### src/hdl/assert_macros.svh
// Assertion macros shared by the RTL of the UTF-8 to ASCII sanitiser.
// No dependencies; each macro clocks on i_clk and is disabled in reset.
`ifndef ASSERT_MACROS_SVH
`define ASSERT_MACROS_SVH

// Property checked at every rising edge of i_clk outside reset
`define ASSERT_CLK(label, prop, msg) \
    label: assert property (@(posedge i_clk) disable iff (!i_rst_n) (prop)) else $error(msg);

// Implication whose consequent is checked in the cycle after the antecedent
`define ASSERT_NEXT(label, ante, cons, msg) \
    label: assert property (@(posedge i_clk) disable iff (!i_rst_n) (ante) |=> (cons)) \
        else $error(msg);

`endif

### src/hdl/utas_pkg.sv
// Package for the UTF-8 to ASCII sanitiser: decode phases, byte and
// character codes, and the run type passed from decoder to output stage.
package utas_pkg;

    // Decode phase codes
    typedef logic [2:0] t_phase;
    localparam t_phase PH_IDLE = 3'd0;
    localparam t_phase PH_E2A  = 3'd1;   // have 0xE2
    localparam t_phase PH_E2B  = 3'd2;   // have 0xE2 and second byte
    localparam t_phase PH_C3   = 3'd3;   // have 0xC3
    localparam t_phase PH_SKIP = 3'd4;   // dropping continuation bytes

    // Input byte codes
    localparam logic [7:0] B_LEAD_E2  = 8'hE2;
    localparam logic [7:0] B_LEAD_C3  = 8'hC3;
    localparam logic [7:0] B_GP       = 8'h80;
    localparam logic [7:0] B_ARROWS   = 8'h86;
    localparam logic [7:0] B_RARROW   = 8'h92;
    localparam logic [7:0] B_LSQUOTE  = 8'h98;
    localparam logic [7:0] B_RSQUOTE  = 8'h99;
    localparam logic [7:0] B_LDQUOTE  = 8'h9C;
    localparam logic [7:0] B_RDQUOTE  = 8'h9D;
    localparam logic [7:0] B_ENDASH   = 8'h93;
    localparam logic [7:0] B_EMDASH   = 8'h94;
    localparam logic [7:0] B_ELLIPSIS = 8'hA6;
    localparam logic [7:0] B_TIMES    = 8'h97;
    localparam logic [7:0] B_DIVIDE   = 8'hB7;

    // ASCII characters emitted
    localparam logic [6:0] CH_QUOTE  = 7'h27;
    localparam logic [6:0] CH_DQUOTE = 7'h22;
    localparam logic [6:0] CH_DASH   = 7'h2D;
    localparam logic [6:0] CH_DOT    = 7'h2E;
    localparam logic [6:0] CH_GT     = 7'h3E;
    localparam logic [6:0] CH_TILDE  = 7'h7E;
    localparam logic [6:0] CH_QMARK  = 7'h3F;
    localparam logic [6:0] CH_X      = 7'h78;
    localparam logic [6:0] CH_SLASH  = 7'h2F;

    localparam int RUN_MAX = 3;

    // Characters produced by one input item, in order
    typedef struct packed {
        logic [1:0]               num;
        logic [RUN_MAX-1:0][6:0]  chars;
    } t_run;

endpackage

### src/hdl/utf8_to_ascii_sanitiser.sv
// Top level of the UTF-8 to ASCII sanitiser: decode state, run buffer and
// handshakes. Depends on utas_pkg, utas_decode and assert_macros.svh.
//
// Takes one UTF-8 byte per item and gives zero to three ASCII characters,
// the last of each run flagged. A byte is decoded in the cycle it is
// accepted and its run is loaded into a result buffer, which presents one
// character per cycle, unless the output stalls, from the next cycle on.
// Bytes giving at most one character each stream at one byte per cycle
// while the output does not stall; a byte giving more holds the input off
// until the single run buffer has emitted them all. The next byte is taken
// in the same cycle as the last character of a run leaves.
`include "assert_macros.svh"

module utf8_to_ascii_sanitiser import utas_pkg::*; (
    input  logic       i_clk,
    input  logic       i_rst_n,
    input  logic       i_in_valid,
    output logic       o_in_stall,
    input  logic [7:0] i_in_byte,
    input  logic       i_end_of_text,
    output logic       o_out_valid,
    input  logic       i_out_stall,
    output logic [6:0] o_out_char,
    output logic       o_last_of_run
);

    t_run       r_run;
    logic [1:0] r_pos;
    t_phase     r_phase;
    logic [7:0] r_held;

    t_run       n_run;
    t_phase     n_phase;
    logic [7:0] n_held;

    logic in_fire;
    logic out_fire;
    logic run_done;

    // Decoder
    utas_decode u_decode (
        .i_byte  (i_in_byte),
        .i_end   (i_end_of_text),
        .i_phase (r_phase),
        .i_held  (r_held),
        .o_run   (n_run),
        .o_phase (n_phase),
        .o_held  (n_held)
    );

    // Handshakes
    assign o_out_valid   = (r_run.num != 2'd0);
    assign o_out_char    = r_run.chars[r_pos];
    assign o_last_of_run = (r_pos == r_run.num - 2'd1);
    assign out_fire      = o_out_valid && !i_out_stall;
    assign run_done      = out_fire && o_last_of_run;
    assign o_in_stall    = o_out_valid && !run_done;
    assign in_fire       = i_in_valid && !o_in_stall;

    // State and run buffer
    always_ff @(posedge i_clk) begin
        if (!i_rst_n) begin
            r_run   <= '0;
            r_pos   <= 2'd0;
            r_phase <= PH_IDLE;
            r_held  <= 8'h00;
        end else if (in_fire) begin
            r_run   <= n_run;
            r_pos   <= 2'd0;
            r_phase <= n_phase;
            r_held  <= n_held;
        end else if (run_done) begin
            r_run.num <= 2'd0;
            r_pos     <= 2'd0;
        end else if (out_fire) begin
            r_pos <= r_pos + 2'd1;
        end
    end

    // Checks
    `ASSERT_CLK(a_pos_in_run, !o_out_valid || (r_pos < r_run.num), "position beyond run")
    `ASSERT_CLK(a_take_when_free, !(in_fire && o_out_valid) || run_done, "item over busy run")
    `ASSERT_NEXT(a_end_idle, in_fire && i_end_of_text, r_phase == PH_IDLE, "not idle after end")
    `ASSERT_NEXT(a_held_stable, !in_fire, $stable(r_held), "held byte changed without an item")

endmodule

### src/hdl/utas_decode.sv
// Combinational decoder: one input byte plus the decode state gives the
// run of ASCII characters and the next state. Depends on utas_pkg.
module utas_decode import utas_pkg::*; (
    input  logic [7:0] i_byte,
    input  logic       i_end,
    input  t_phase     i_phase,
    input  logic [7:0] i_held,
    output t_run       o_run,
    output t_phase     o_phase,
    output logic [7:0] o_held
);

    logic       is_cont;
    logic       fr_emit;
    logic [6:0] fr_char;
    t_phase     fr_phase;

    assign is_cont = (i_byte[7:6] == 2'b10);

    // Byte handled from idle
    always_comb begin
        fr_emit  = 1'b1;
        fr_char  = CH_QMARK;
        fr_phase = i_end ? PH_IDLE : PH_SKIP;
        if (!i_byte[7]) begin
            fr_char  = i_byte[6:0];
            fr_phase = PH_IDLE;
        end else if (i_byte == B_LEAD_E2 && !i_end) begin
            fr_emit  = 1'b0;
            fr_phase = PH_E2A;
        end else if (i_byte == B_LEAD_C3 && !i_end) begin
            fr_emit  = 1'b0;
            fr_phase = PH_C3;
        end
    end

    // Phase dispatch
    always_comb begin
        o_run   = '0;
        o_phase = PH_IDLE;
        o_held  = i_held;
        case (i_phase)
            PH_E2A: begin
                if (i_end) begin
                    // sequence cut short; a non-continuation byte stands alone
                    o_run.chars[0] = CH_QMARK;
                    if (is_cont) begin
                        o_run.num = 2'd1;
                    end else begin
                        o_run.num      = 2'd2;
                        o_run.chars[1] = fr_char;
                    end
                end else begin
                    o_held  = i_byte;
                    o_phase = PH_E2B;
                end
            end
            PH_E2B: begin
                o_run.num      = 2'd1;
                o_run.chars[0] = CH_TILDE;
                if (i_held == B_GP && (i_byte == B_LSQUOTE || i_byte == B_RSQUOTE)) begin
                    o_run.chars[0] = CH_QUOTE;
                end else if (i_held == B_GP
                             && (i_byte == B_LDQUOTE || i_byte == B_RDQUOTE)) begin
                    o_run.chars[0] = CH_DQUOTE;
                end else if (i_held == B_GP
                             && (i_byte == B_ENDASH || i_byte == B_EMDASH)) begin
                    o_run.chars[0] = CH_DASH;
                end else if (i_held == B_GP && i_byte == B_ELLIPSIS) begin
                    o_run.num   = 2'd3;
                    o_run.chars = {CH_DOT, CH_DOT, CH_DOT};
                end else if (i_held == B_ARROWS && i_byte == B_RARROW) begin
                    o_run.num      = 2'd2;
                    o_run.chars[0] = CH_DASH;
                    o_run.chars[1] = CH_GT;
                end
            end
            PH_C3: begin
                o_run.num      = 2'd1;
                o_run.chars[0] = CH_QMARK;
                if (i_byte == B_TIMES) begin
                    o_run.chars[0] = CH_X;
                end else if (i_byte == B_DIVIDE) begin
                    o_run.chars[0] = CH_SLASH;
                end
            end
            PH_SKIP: begin
                if (is_cont) begin
                    o_phase = PH_SKIP;
                end else begin
                    o_run.num      = {1'b0, fr_emit};
                    o_run.chars[0] = fr_char;
                    o_phase        = fr_phase;
                end
            end
            default: begin
                o_run.num      = {1'b0, fr_emit};
                o_run.chars[0] = fr_char;
                o_phase        = fr_phase;
            end
        endcase
        // end of text always returns to idle
        if (i_end) begin
            o_phase = PH_IDLE;
        end
    end

endmodule

### config.mk
export PLATFORM = sky130hd
export DESIGN_NAME = utf8_to_ascii_sanitiser
export DESIGN_NICKNAME = d
export VERILOG_FILES = /design/src/hdl/utas_pkg.sv /design/src/hdl/utf8_to_ascii_sanitiser.sv /design/src/hdl/utas_decode.sv
export VERILOG_INCLUDE_DIRS = /design/src /design/src/hdl
export SDC_FILE = /design/constraint.sdc
export NUM_CORES = 1
export LEC_CHECK = 0
export BUFFER_PORTS_ARGS = -buffer_cell sky130_fd_sc_hd__buf_2
export CELL_PAD_IN_SITES_DETAIL_PLACEMENT = 1
export CELL_PAD_IN_SITES_GLOBAL_PLACEMENT = 2
export CORE_MARGIN = 1
export CORE_UTILIZATION = 34
export DETAILED_ROUTE_END_ITERATION = 8
export GPL_TIMING_DRIVEN = 0
export PLACE_DENSITY = 0.87
export SKIP_CTS_REPAIR_TIMING = 1
export SYNTH_ARGS = -nofsm -noshare
export SYNTH_HDL_FRONTEND = slang
export SYNTH_SLANG_ARGS = --single-unit
### constraint.sdc
create_clock -name i_clk -period 2.6 [get_ports i_clk]
set_input_delay 0.13 -clock i_clk [delete_from_list [all_inputs] [get_ports i_clk]]
set_output_delay 0.13 -clock i_clk [all_outputs]
set_load 0.005 [all_outputs]
# ---- Word-level counts from Yosys, hierarchy flattened
# Index checks and enable logic that the tools add are counted.
dict set report word_totals {
  out_inout_bits 10
  ff_bits 36
  elab_cells 91
}
dict set report op_classes {
  n_reduce_logical 23
  n_addsub 2
  bitwise 2
  n_eq_ne 20
  n_mux 36
  order_cmp 1
}
# op n
set ops {}
lappend ops {{$eq A8 B8 Y1 const B} 14}
lappend ops {{$mux W7} 8}
lappend ops {{$mux W16} 3}
lappend ops {{$mux W14} 2}
lappend ops {{$pmux W7 S4} 1}
lappend ops {{$mux W3} 5}
lappend ops {{$bmux W7 S2} 1}
lappend ops {{$pmux W7 S2} 1}
lappend ops {{$mux W13} 1}
lappend ops {{$mux W2} 6}
lappend ops {{$logic_and A1 B1 Y1} 11}
lappend ops {{$pmux W3 S3} 1}
lappend ops {{$pmux W2 S4} 1}
lappend ops {{$eq A3 B2 Y1 const B} 2}
lappend ops {{$mux W6} 1}
lappend ops {{$mux W5} 1}
lappend ops {{$logic_not A1 Y1} 4}
lappend ops {{$mux W1} 4}
lappend ops {{$reduce_bool A2 Y1} 2}
lappend ops {{$eq A3 B1 Y1 const B} 1}
lappend ops {{$eq A3 B3 Y1 const B} 1}
lappend ops {{$logic_or A1 B1 Y1} 3}
lappend ops {{$lt A2 B3 Y1 const B} 1}
lappend ops {{$reduce_and A3 Y1} 1}
lappend ops {{7 further kinds} 8}

# ---- Depth between registers and ports, before layout
# Gate-level depths: netlist (run 1).
dict set report depth {
  word_depth 9
  mapped_depth 9
  depth_no_buf 7
}

# ---- Cells and area by module
# Synthesis (run 1) repeated with hierarchy kept, for this count alone.
dict set report unflattened {
  hier_cells 354
  area_unflattened_um2 2552.4
}
# mod seq_area_each_um2 area_each_um2 cells_per_inst instances
set modules_own_cells {}
lappend modules_own_cells {utf8_to_ascii_sanitiser 720.7 1696.6 200 1}
lappend modules_own_cells {utas_decode 0.0 855.8 154 1}

# ---- Worst setup path before layout (run 1)
# Ideal clock, no wire load.
dict set report synth_path {
  kind {flip-flop to flip-flop}
  startpoint {register r_run[21] (netlist name)}
  endpoint {register r_run[12] (netlist name)}
  setup_slack_ns 0.526
  setup_ns 0.086
  required_time_ns 2.514
  arrival_time_ns 1.988
  path_buffers 1
  period_less_slack_ns 2.074
  path_stages_with_launch 8
  path_cell_list {dfxtp_1 > inv_1 > ha_1 > xnor2_1 > o41a_1 > buf_2 > or3_4 > a221oi_2}
}
dict set report synth_via {
  elab_chain_cells 7
}
# item line
set synth_rtl {}
lappend synth_rtl {{from (decl)} utf8_to_ascii_sanitiser.sv:27} ;# t_run r_run;
lappend synth_rtl {{from (signal assigned)} utf8_to_ascii_sanitiser.sv:68} ;# r_run <= n_run;
lappend synth_rtl {{$sub A2 B1 Y2 or $reduce_bool A2 Y1 (tied branches)} {utf8_to_ascii_sanitiser.sv:54, utf8_to_ascii_sanitiser.sv:52}}
lappend synth_rtl {{$eq A2 B2 Y1 or $logic_and A1 B1 Y1 (tied branches)} {utf8_to_ascii_sanitiser.sv:54, utf8_to_ascii_sanitiser.sv:55}}
lappend synth_rtl {{$logic_and A1 B1 Y1} utf8_to_ascii_sanitiser.sv:56} ;# assign run_done = out_fire && o_last_of_run;
lappend synth_rtl {{$logic_not A1 Y1} utf8_to_ascii_sanitiser.sv:57} ;# assign o_in_stall = o_out_valid && !run_done;
lappend synth_rtl {{$logic_and A1 B1 Y1 *} utf8_to_ascii_sanitiser.sv:57}
lappend synth_rtl {{$logic_not A1 Y1 *} utf8_to_ascii_sanitiser.sv:58} ;# assign in_fire = i_in_valid && !o_in_stall;
lappend synth_rtl {{$logic_and A1 B1 Y1 *} utf8_to_ascii_sanitiser.sv:58}
# Mark *: on every way between the ends. The rest lies on a longest branch, timed or not.
# A chain may end at the register's enable or synchronous reset.

# ---- Worst setup path in the final report (run 1)
dict set report layout_path {
  startpoint {register r_run[21] (netlist name)}
  endpoint {register r_run[4] (netlist name)}
}
# The elaborated chain is that of the path after synthesis.

==> results of run 1 <==
[power by group]
part,internal (mW),switching (mW)
sequential,0.473,0.00848
clock,0.409,0.199
combinational,0.0650,0.116
[worst register-to-register path: stages, from the launching register on]
cell                        delay (ns)
sky130_fd_sc_hd__dfxtp_1          0.37
sky130_fd_sc_hd__inv_1            0.06
sky130_fd_sc_hd__ha_1             0.30
sky130_fd_sc_hd__xnor2_1          0.16
sky130_fd_sc_hd__nor2_1           0.39
sky130_fd_sc_hd__a31oi_1          0.31
sky130_fd_sc_hd__a2111oi_0        0.49
sky130_fd_sc_hd__a221oi_1         0.13
[through the flow]
step / power [mW] / setup WS (ns) / std cells / area, sq um
final: 1.270 / 0.2240 / 374 / 2424
after global routing: 1.319 / 0.01267 / 374 / 2424
after CTS: 1.282 / 0.2396 / 374 / 2424
after detailed placement: 0.6702 / 0.2569 / 366 / 2281
after global placement: 0.6676 / 0.2942 / 366 / 2281
after floorplan: 0.6021 / 0.5259 / 271 / 2087
[per-layer routing]
layer,part of all wire,up-vias,global-route usage
li1,-,1044,-
met1,0.48,1036,0.2854
met2,0.47,37,0.3822
met3,0.033,7,0.03409
met4,0.0091,0,0.05357
met5,0,-,0
[synthesized netlist by cell type (all sizes together) (3+ instances only)]
library cell  count
clkbuf           11
nand4             3
mux2i            15
or3b              3
a21o              3
and4b             3
inv              12
nand3             6
nand4b            3
a221oi            5
nor4              3
nor3              6
nand2            21
xnor2             4
a31oi             6
nor2             37
a21oi            22
o21a              6
nand3b            6
nand2b            5
nor2b             4
o21ai            14
buf               7
dfxtp            30
[cells by family (layout without fill, tap and decap cells)]
kind of cell             after synthesis  count (layout)  share of synthesized area
XOR/XNOR                               4               4                    0.01678
AO/OA/AOI/OAI                         76              76                     0.2614
flip-flops                            30              30                     0.2878
AND/OR/NAND/NOR                      114             114                     0.2938
multiplexers                          16              16                    0.07734
adder cells (fa/ha/maj)                1               1                   0.005994
buffers and inverters                 30              58                    0.05695
[worst max path at each step]
stage / from / endpoint / slack, ns / cells after the start
after CTS: r_run[21] / r_run[4] / 0.24 / 7
after floorplan: r_run[21] / r_run[12] / 0.53 / 7
after global placement: r_run[21] / r_run[4] / 0.29 / 8
after detailed placement: r_run[21] / r_run[4] / 0.26 / 7
final: r_run[21] / r_run[4] / 0.22 / 7
after global routing: r_run[21] / r_run[0] / 0.01 / 8
[cell type report]
cell class              count  area share
multi-input cells         211      0.5643
flip-flops and latches     30      0.2478
repair buffers             20     0.04130
well taps                  75     0.03872
clock buffers               6     0.03407
plain buffers              18     0.03046
clock inverters             2     0.02478
inverters                  12     0.01859
[sequential cells by signal, indices dropped and copies added, names as in the netlist]
name	flops
r_run	17
r_held	8
r_pos	2
r_phase	3
==> impl_results.html, run 1 <==
<table>
<tr><th>Metric</th><th>Value</th></tr>
<tr><th colspan="2">Route</th></tr>
<tr><td>Wirelength, routed</td><td>6713 um</td></tr>
<tr><td>Number of vias per cell after detailed routing</td><td>5.679</td></tr>
<tr><td>Detailed Route Iter0 Violations</td><td>91</td></tr>
<tr><td>WL/cell</td><td>17.95 um</td></tr>
<tr><td>Post-route antenna net violation count</td><td>0</td></tr>
<tr><td>Number of vias in the routed layout</td><td>2124</td></tr>
<tr><td>First-pass iteration count of the detailed router</td><td>4</td></tr>
<tr><td>DRC errors left</td><td>0</td></tr>
<tr><th colspan="2">Finish</th></tr>
<tr><td>Sequential cell area</td><td>600.6 sq um</td></tr>
<tr><td>Most used cells in the layout excluding fill and tap cells</td><td>37 x sky130_fd_sc_hd__nor2_1, 30 x sky130_fd_sc_hd__dfxtp_1, 25 x sky130_fd_sc_hd__buf_2</td></tr>
<tr><td>Area growth from synthesis to layout</td><td>16.13%</td></tr>
<tr><td>Filler cell count in the final layout</td><td>751</td></tr>
<tr><td>Number of antenna cells inserted</td><td>0</td></tr>
<tr><td>Nets@finish</td><td>312</td></tr>
<tr><td>Multi-input combinational cell area</td><td>1368 sq um</td></tr>
<tr><td>Core occupancy in the finished layout</td><td>0.4093</td></tr>
<tr><td>Commonest non-fill, non-tap cell in the layout</td><td>sky130_fd_sc_hd__nor2_1</td></tr>
<tr><td>Share of cells above drive strength 1</td><td>0.1538</td></tr>
<tr><th colspan="2">Logic synthesis</th></tr>
<tr><td>Summed instance area of the synthesized netlist</td><td>2087 sq um</td></tr>
<tr><td>Most frequently used flop master after synthesis</td><td>sky130_fd_sc_hd__dfxtp_1</td></tr>
<tr><td>Syn Nets</td><td>285</td></tr>
<tr><td>Post-synth ARST share</td><td>0</td></tr>
<tr><td>#FFs+latches synth</td><td>30</td></tr>
<tr><td>Post-synth EDFFs</td><td>0</td></tr>
<tr><td>Syn_area_per_cell</td><td>7.701 sq um</td></tr>
<tr><td>Count of different cell masters after synthesis</td><td>56</td></tr>
<tr><td>Count of mapped cells out of synthesis</td><td>271</td></tr>
<tr><td>Area share of the largest cell type after synthesis</td><td>0.2878</td></tr>
<tr><td>Post-synth top area cell</td><td>sky130_fd_sc_hd__dfxtp_1</td></tr>
<tr><td>Most area-consuming cells after synthesis</td><td>sky130_fd_sc_hd__dfxtp_1 29%, sky130_fd_sc_hd__mux2i_1 7.2%, sky130_fd_sc_hd__nor2_1 6.7%</td></tr>
<tr><td>Number of warning messages in the yosys log</td><td>0</td></tr>
<tr><td>Seq/Total Area, Yosys</td><td>0.2878</td></tr>
<tr><th colspan="2">Global routing</th></tr>
<tr><td>Pin count of the biggest net entering global routing</td><td>11</td></tr>
<tr><td>Number of global-route vias before repair</td><td>2125</td></tr>
<tr><td>Initial antenna violation count</td><td>0</td></tr>
<tr><td>Sum of overflow across all layers after global routing</td><td>0</td></tr>
<tr><td>Wire length of the first global-routing pass</td><td>10810 um</td></tr>
<tr><td>Overall global routing resource usage</td><td>0.2214</td></tr>
<tr><th colspan="2">Setup path</th></tr>
<tr><td>CP max stage cell</td><td>sky130_fd_sc_hd__a2111oi_0</td></tr>
<tr><td>Crit-path max cell delay</td><td>0.48 ns</td></tr>
<tr><td>Endpoint of the worst-slack reg-to-reg timing path</td><td>r_run[4]</td></tr>
<tr><td>Chain of cells forming the critical path</td><td>inv_1, ha_1, xnor2_1, nor2_1, a31oi_1, a2111oi_0, a221oi_1</td></tr>
<tr><td>Endpoint type of the worst setup path</td><td>flip-flop</td></tr>
<tr><td>Peak fanout along the critical path</td><td>7</td></tr>
<tr><td>Family with the most delay on the worst path</td><td>compound AO/OA/AOI/OAI gates</td></tr>
<tr><td>Critical Path Source Type</td><td>flip-flop</td></tr>
<tr><td>Origin of the critical flop-to-flop path</td><td>r_run[21]</td></tr>
<tr><td>Worst path required time</td><td>2.73 ns</td></tr>
<tr><td>Arrival time at the worst endpoint</td><td>2.51 ns</td></tr>
<tr><td>Number of buffer and inverter instances along the worst setup path</td><td>1</td></tr>
<tr><td>Cells on worst reg2reg path</td><td>7</td></tr>
<tr><td>Minimum setup slack among reg-to-reg paths</td><td>0.22 ns</td></tr>
<tr><td>Kind of critical path</td><td>reg -&gt; reg</td></tr>
<tr><th colspan="2">Clock tree</th></tr>
<tr><td>Post-CTS clock slew at the launch and capture registers of the worst setup and hold paths</td><td>0.08 ns</td></tr>
<tr><td>Clk Latency, worst-skew pair</td><td>0.29 ns</td></tr>
<tr><td># H-tree levels</td><td>2</td></tr>
<tr><td>TritonCTS Buffers</td><td>5</td></tr>
<tr><td>Number of buffers on the longest clock path</td><td>2</td></tr>
<tr><td>Number of clock sinks seen by CTS</td><td>30</td></tr>
<tr><td>TritonCTS clock tree</td><td>built</td></tr>
<tr><td>Clk Tree Root Cell</td><td>sky130_fd_sc_hd__clkbuf_8</td></tr>
<tr><th colspan="2">Timing</th></tr>
<tr><td>RSZ-0062 raised after global routing</td><td>false</td></tr>
<tr><td>Layout Skew</td><td>0.01150 ns</td></tr>
<tr><td>Worst relative slew slack</td><td>0.4608</td></tr>
<tr><td>Final hold vios</td><td>0</td></tr>
<tr><td># setup viols final</td><td>0</td></tr>
<tr><td>Crit share post-route</td><td>0.9139</td></tr>
<tr><td>Minimum hold slack</td><td>0.1667 ns</td></tr>
<tr><td>Fmax</td><td>420.9 MHz</td></tr>
<tr><td>Setup tns final</td><td>0 ns</td></tr>
<tr><td>Transition at the pin with the smallest max-transition slack</td><td>0.8004 ns</td></tr>
<tr><td>Max-slew violation count</td><td>0</td></tr>
<tr><td>Minimum clock period after layout</td><td>2.376 ns</td></tr>
<tr><th colspan="2">Floorplan</th></tr>
<tr><td>Effective utilization at floorplan</td><td>0.3525</td></tr>
<tr><td>Die height</td><td>80.35 um</td></tr>
<tr><td>Die outline area</td><td>6455 sq um</td></tr>
<tr><td>Die boundary width</td><td>80.35 um</td></tr>
<tr><td>Cell row count</td><td>28</td></tr>
<tr><td>Core area</td><td>5921 sq um</td></tr>
<tr><td>Top-Level Pins</td><td>23</td></tr>
<tr><th colspan="2">Min path</th></tr>
<tr><td>Terminating pin of the worst hold path</td><td>r_run[6]</td></tr>
<tr><td>Worst hold path stage count</td><td>3</td></tr>
<tr><td>Startpoint of the tightest hold check path</td><td>i_rst_n</td></tr>
<tr><td>Worst hold path class</td><td>in -&gt; reg</td></tr>
<tr><th colspan="2">Pwr</th></tr>
<tr><td>Total power density per cell area</td><td>524.2 nW/um^2</td></tr>
<tr><td>Leakage power</td><td>0.9032 nW</td></tr>
<tr><td>Max VDD drop</td><td>379.4 uV</td></tr>
<tr><th colspan="2">Placed design</th></tr>
<tr><td>Port Buffers</td><td>20</td></tr>
<tr><td>Final weighted congestion in routability-driven placement</td><td>0.8631</td></tr>
<tr><td>Half-perimeter wire length of the detailed placement result</td><td>4850 um</td></tr>
<tr><th colspan="2">Flow run</th></tr>
<tr><td>Max cap viols</td><td>0</td></tr>
<tr><th colspan="2">Outcome</th></tr>
<tr><td>Status</td><td>finished clean</td></tr>
</table>
Power figures use the tool's default switching activity.
==> run 2: changes to the inputs <==
--- a/config.mk
+++ b/config.mk
@@ -13,7 +13,7 @@
 export CORE_UTILIZATION = 34
 export DETAILED_ROUTE_END_ITERATION = 8
 export GPL_TIMING_DRIVEN = 0
-export PLACE_DENSITY = 0.87
+export PLACE_DENSITY = 0.82
 export SKIP_CTS_REPAIR_TIMING = 1
 export SYNTH_ARGS = -nofsm -noshare
 export SYNTH_HDL_FRONTEND = slang
==> impl_results.html, run 2 (same netlist as run 1, synthesis figures left out) <==
<table>
<tr><th>Metric</th><th>Value</th></tr>
<tr><th colspan="2">Placed design</th></tr>
<tr><td>Port Buffers</td><td>20 (unchanged)</td></tr>
<tr><td>Cell area reported after detailed placement</td><td>2281 sq um (unchanged)</td></tr>
<tr><td>Post-place setup slack</td><td>0.2577 ns (was 0.2569 ns)</td></tr>
<tr><td>Final weighted congestion in routability-driven placement</td><td>0.8053 (was 0.8631)</td></tr>
<tr><td>Half-perimeter wire length of the detailed placement result</td><td>4985 um (was 4850 um)</td></tr>
<tr><th colspan="2">Route</th></tr>
<tr><td>Number of vias in the routed layout</td><td>2152 (was 2124)</td></tr>
<tr><td>WL/cell</td><td>17.67 um (was 17.95 um)</td></tr>
<tr><td>DRC errors left</td><td>0 (unchanged)</td></tr>
<tr><td>Detailed Route Iter0 Violations</td><td>73 (was 91)</td></tr>
<tr><td>First-pass iteration count of the detailed router</td><td>4 (unchanged)</td></tr>
<tr><td>Number of vias per cell after detailed routing</td><td>5.754 (was 5.679)</td></tr>
<tr><td>Post-route antenna net violation count</td><td>0 (unchanged)</td></tr>
<tr><td>Wirelength, routed</td><td>6610 um (was 6713 um)</td></tr>
<tr><th colspan="2">Setup path</th></tr>
<tr><td>Cells on worst reg2reg path</td><td>8 (was 7)</td></tr>
<tr><td>Minimum setup slack among reg-to-reg paths</td><td>0.23 ns (was 0.22 ns)</td></tr>
<tr><td>Family with the most delay on the worst path</td><td>buffers and inverters (was compound AO/OA/AOI/OAI gates)</td></tr>
<tr><td>Origin of the critical flop-to-flop path</td><td>r_run[21] (unchanged)</td></tr>
<tr><td>Number of buffer and inverter instances along the worst setup path</td><td>3 (was 1)</td></tr>
<tr><td>Endpoint of the worst-slack reg-to-reg timing path</td><td>r_run[4] (unchanged)</td></tr>
<tr><td>Number of cells on the critical path</td><td>8 (was 7)</td></tr>
<tr><td>Chain of cells forming the critical path</td><td>inv_1, ha_1, xnor2_1, o41a_1, buf_2, clkbuf_1, nand2_1, a221oi_1 (was inv_1, ha_1, xnor2_1, nor2_1, a31oi_1, a2111oi_0, a221oi_1)</td></tr>
<tr><td>Endpoint type of the worst setup path</td><td>flip-flop (unchanged)</td></tr>
<tr><td>Critical path origin</td><td>r_run[21] (unchanged)</td></tr>
<tr><td>Arrival time at the worst endpoint</td><td>2.57 ns (was 2.51 ns)</td></tr>
<tr><td>Critical Path Source Type</td><td>flip-flop (unchanged)</td></tr>
<tr><td>Crit-path max cell delay</td><td>0.48 ns (about the same)</td></tr>
<tr><td>Worst path required time</td><td>2.80 ns (was 2.73 ns)</td></tr>
<tr><td>Kind of critical path</td><td>reg -&gt; reg (unchanged)</td></tr>
<tr><td>CP max stage cell</td><td>sky130_fd_sc_hd__clkbuf_1 (was sky130_fd_sc_hd__a2111oi_0)</td></tr>
<tr><td>Setup crit end</td><td>r_run[4] (unchanged)</td></tr>
<tr><td>Peak fanout along the critical path</td><td>10 (was 7)</td></tr>
<tr><th colspan="2">Timing</th></tr>
<tr><td>Fin worst setup slack</td><td>0.2311 ns (was 0.2240 ns)</td></tr>
<tr><td>Worst relative slew slack</td><td>0.4509 (was 0.4608)</td></tr>
<tr><td>RSZ-0062 raised after global routing</td><td>false (unchanged)</td></tr>
<tr><td>Max-slew violation count</td><td>0 (unchanged)</td></tr>
<tr><td>Fmax</td><td>422.1 MHz (was 420.9 MHz)</td></tr>
<tr><td>Layout Skew</td><td>0.007549 ns (was 0.01150 ns)</td></tr>
<tr><td>Minimum clock period after layout</td><td>2.369 ns (was 2.376 ns)</td></tr>
<tr><td>Setup tns final</td><td>0 ns (unchanged)</td></tr>
<tr><td># setup viols final</td><td>0 (unchanged)</td></tr>
<tr><td>Transition at the pin with the smallest max-transition slack</td><td>0.8150 ns (was 0.8004 ns)</td></tr>
<tr><td>Final hold vios</td><td>0 (unchanged)</td></tr>
<tr><td>Crit share post-route</td><td>0.9111 (was 0.9139)</td></tr>
<tr><th colspan="2">Clock tree</th></tr>
<tr><td>Number of buffers on the longest clock path</td><td>2 (unchanged)</td></tr>
<tr><td>TritonCTS clock tree</td><td>built (unchanged)</td></tr>
<tr><td>Post-CTS clock slew at the launch and capture registers of the worst setup and hold paths</td><td>0.07 ns (was 0.08 ns)</td></tr>
<tr><td>Clk Latency, worst-skew pair</td><td>0.29 ns (about the same)</td></tr>
<tr><td>Number of clock sinks seen by CTS</td><td>30 (unchanged)</td></tr>
<tr><td>TritonCTS Buffers</td><td>5 (unchanged)</td></tr>
<tr><td>Clk Tree Root Cell</td><td>sky130_fd_sc_hd__clkbuf_8 (unchanged)</td></tr>
<tr><td># H-tree levels</td><td>2 (unchanged)</td></tr>
<tr><th colspan="2">Pwr</th></tr>
<tr><td>Net load switching power</td><td>0.3195 mW (was 0.3236 mW)</td></tr>
<tr><td>Share of total power consumed by net switching</td><td>0.2522 (was 0.2548)</td></tr>
<tr><td>Power Total</td><td>1.267 mW (was 1.270 mW)</td></tr>
<tr><td>Internal</td><td>0.9474 mW (was 0.9468 mW)</td></tr>
<tr><td>Clock share of power</td><td>0.476 (was 0.478)</td></tr>
<tr><td>Total power density per cell area</td><td>521.1 nW/um^2 (was 524.2 nW/um^2)</td></tr>
<tr><td>Max VDD drop</td><td>335.1 uV (was 379.4 uV)</td></tr>
<tr><td>Leakage power</td><td>0.9070 nW (was 0.9032 nW)</td></tr>
<tr><td>Proportion of power drawn by flip-flops and latches</td><td>0.380 (was 0.379)</td></tr>
<tr><td>Relative contribution of combinational cells to total power</td><td>0.144 (was 0.143)</td></tr>
<tr><th colspan="2">Finish</th></tr>
<tr><td>Largest registers</td><td>r_run (17), r_held (8), r_phase (3) (unchanged)</td></tr>
<tr><td>Largest reg by FF count</td><td>r_run (unchanged)</td></tr>
<tr><td>Final instance area</td><td>2431 sq um (was 2424 sq um)</td></tr>
<tr><td>Number of flip-flops in the largest register</td><td>17 (unchanged)</td></tr>
<tr><td>Area growth from synthesis to layout</td><td>16.49% (was 16.13%)</td></tr>
<tr><td>Commonest non-fill, non-tap cell in the layout</td><td>sky130_fd_sc_hd__nor2_1 (unchanged)</td></tr>
<tr><td>Share of cells above drive strength 1</td><td>0.1572 (was 0.1538)</td></tr>
<tr><td>Core occupancy in the finished layout</td><td>0.4106 (was 0.4093)</td></tr>
<tr><td>Number of antenna cells inserted</td><td>0 (unchanged)</td></tr>
<tr><td>Sequential cell area</td><td>600.6 sq um (unchanged)</td></tr>
<tr><td>Multi-input combinational cell area</td><td>1375 sq um (was 1368 sq um)</td></tr>
<tr><td>Nets@finish</td><td>312 (unchanged)</td></tr>
<tr><td>Filler cell count in the final layout</td><td>757 (was 751)</td></tr>
<tr><td>Most used cells in the layout excluding fill and tap cells</td><td>37 x sky130_fd_sc_hd__nor2_1, 30 x sky130_fd_sc_hd__dfxtp_1, 25 x sky130_fd_sc_hd__buf_2 (unchanged)</td></tr>
<tr><th colspan="2">Global routing</th></tr>
<tr><td>Wire length of the first global-routing pass</td><td>11090 um (was 10810 um)</td></tr>
<tr><td>Sum of overflow across all layers after global routing</td><td>0 (unchanged)</td></tr>
<tr><td>Number of global-route vias before repair</td><td>2225 (was 2125)</td></tr>
<tr><td>Overall global routing resource usage</td><td>0.2261 (was 0.2214)</td></tr>
<tr><td>Pin count of the biggest net entering global routing</td><td>11 (unchanged)</td></tr>
<tr><td>Initial antenna violation count</td><td>0 (unchanged)</td></tr>
<tr><th colspan="2">Flow run</th></tr>
<tr><td>Max cap viols</td><td>0 (unchanged)</td></tr>
<tr><th colspan="2">Floorplan</th></tr>
<tr><td>Die boundary width</td><td>80.35 um (unchanged)</td></tr>
<tr><td>Top-Level Pins</td><td>23 (unchanged)</td></tr>
<tr><td>Die height</td><td>80.35 um (unchanged)</td></tr>
<tr><td>Die outline area</td><td>6455 sq um (unchanged)</td></tr>
<tr><td>Cell row count</td><td>28 (unchanged)</td></tr>
<tr><td>Core area</td><td>5921 sq um (unchanged)</td></tr>
<tr><td>Effective utilization at floorplan</td><td>0.3525 (unchanged)</td></tr>
<tr><th colspan="2">Min path</th></tr>
<tr><td>Worst hold path stage count</td><td>3 (unchanged)</td></tr>
<tr><td>Worst hold path class</td><td>in -&gt; reg (unchanged)</td></tr>
<tr><th colspan="2">Outcome</th></tr>
<tr><td>Status</td><td>finished clean (unchanged)</td></tr>
</table>
run 2: worst min-delay path by stage:
stage / startpoint / endpoint / slack, ns
2_1_floorplan: i_rst_n / r_run[11] / 0.27
3_3_place_gp: r_run[0] / r_run[0] / 0.44
3_5_place_dp: r_run[0] / r_run[0] / 0.45
4_1_cts: i_rst_n / r_run[11] / 0.17
5_1_grt: i_rst_n / r_run[6] / 0.20
6_report: i_rst_n / r_run[11] / 0.17
run 2: cell type report:
cell class	count	area share
buffer	18	0.03037
multi-input combinational	211	0.5656
tap	75	0.03860
clock buffer	6	0.03397
clock inverter	2	0.02470
timing repair buffer	20	0.04117
sequential	30	0.2470
inverter	12	0.01853
run 2: stage by stage:
| stage | instances | hold WS (ns) |
|---|---|---|
| floorplan | 271 | 0.2684 |
| global placement | 366 | 0.4407 |
| detailed placement | 366 | 0.4458 |
| CTS | 374 | 0.1681 |
| global route | 374 | 0.2005 |
| finish | 374 | 0.1726 |
run 2: metal layers:
layer,part of all wire,GRT usage
met5,0,0
met4,0.030,0.08571
met3,0.040,0.04091
met2,0.46,0.3720
met1,0.47,0.2905
run 2: power by group through the flow:
stage	Sequential (mW)	Combinational, mW	Clock, mW
after floorplan	0.489	0.113	0
after global placement	0.492	0.177	0
after detailed placement	0.492	0.180	0
after CTS	0.481	0.180	0.615
after global routing	0.483	0.204	0.627
final	0.481	0.182	0.604
run 2: worst reg2reg max path, cell delays in order, from the launching register on:
cell and delay (ns):
sky130_fd_sc_hd__dfxtp_1 0.36, sky130_fd_sc_hd__inv_1 0.05, sky130_fd_sc_hd__ha_1 0.30, sky130_fd_sc_hd__xnor2_1 0.30
sky130_fd_sc_hd__o41a_1 0.19, sky130_fd_sc_hd__buf_2 0.21, sky130_fd_sc_hd__clkbuf_1 0.49, sky130_fd_sc_hd__nand2_1 0.11
sky130_fd_sc_hd__a221oi_1 0.27
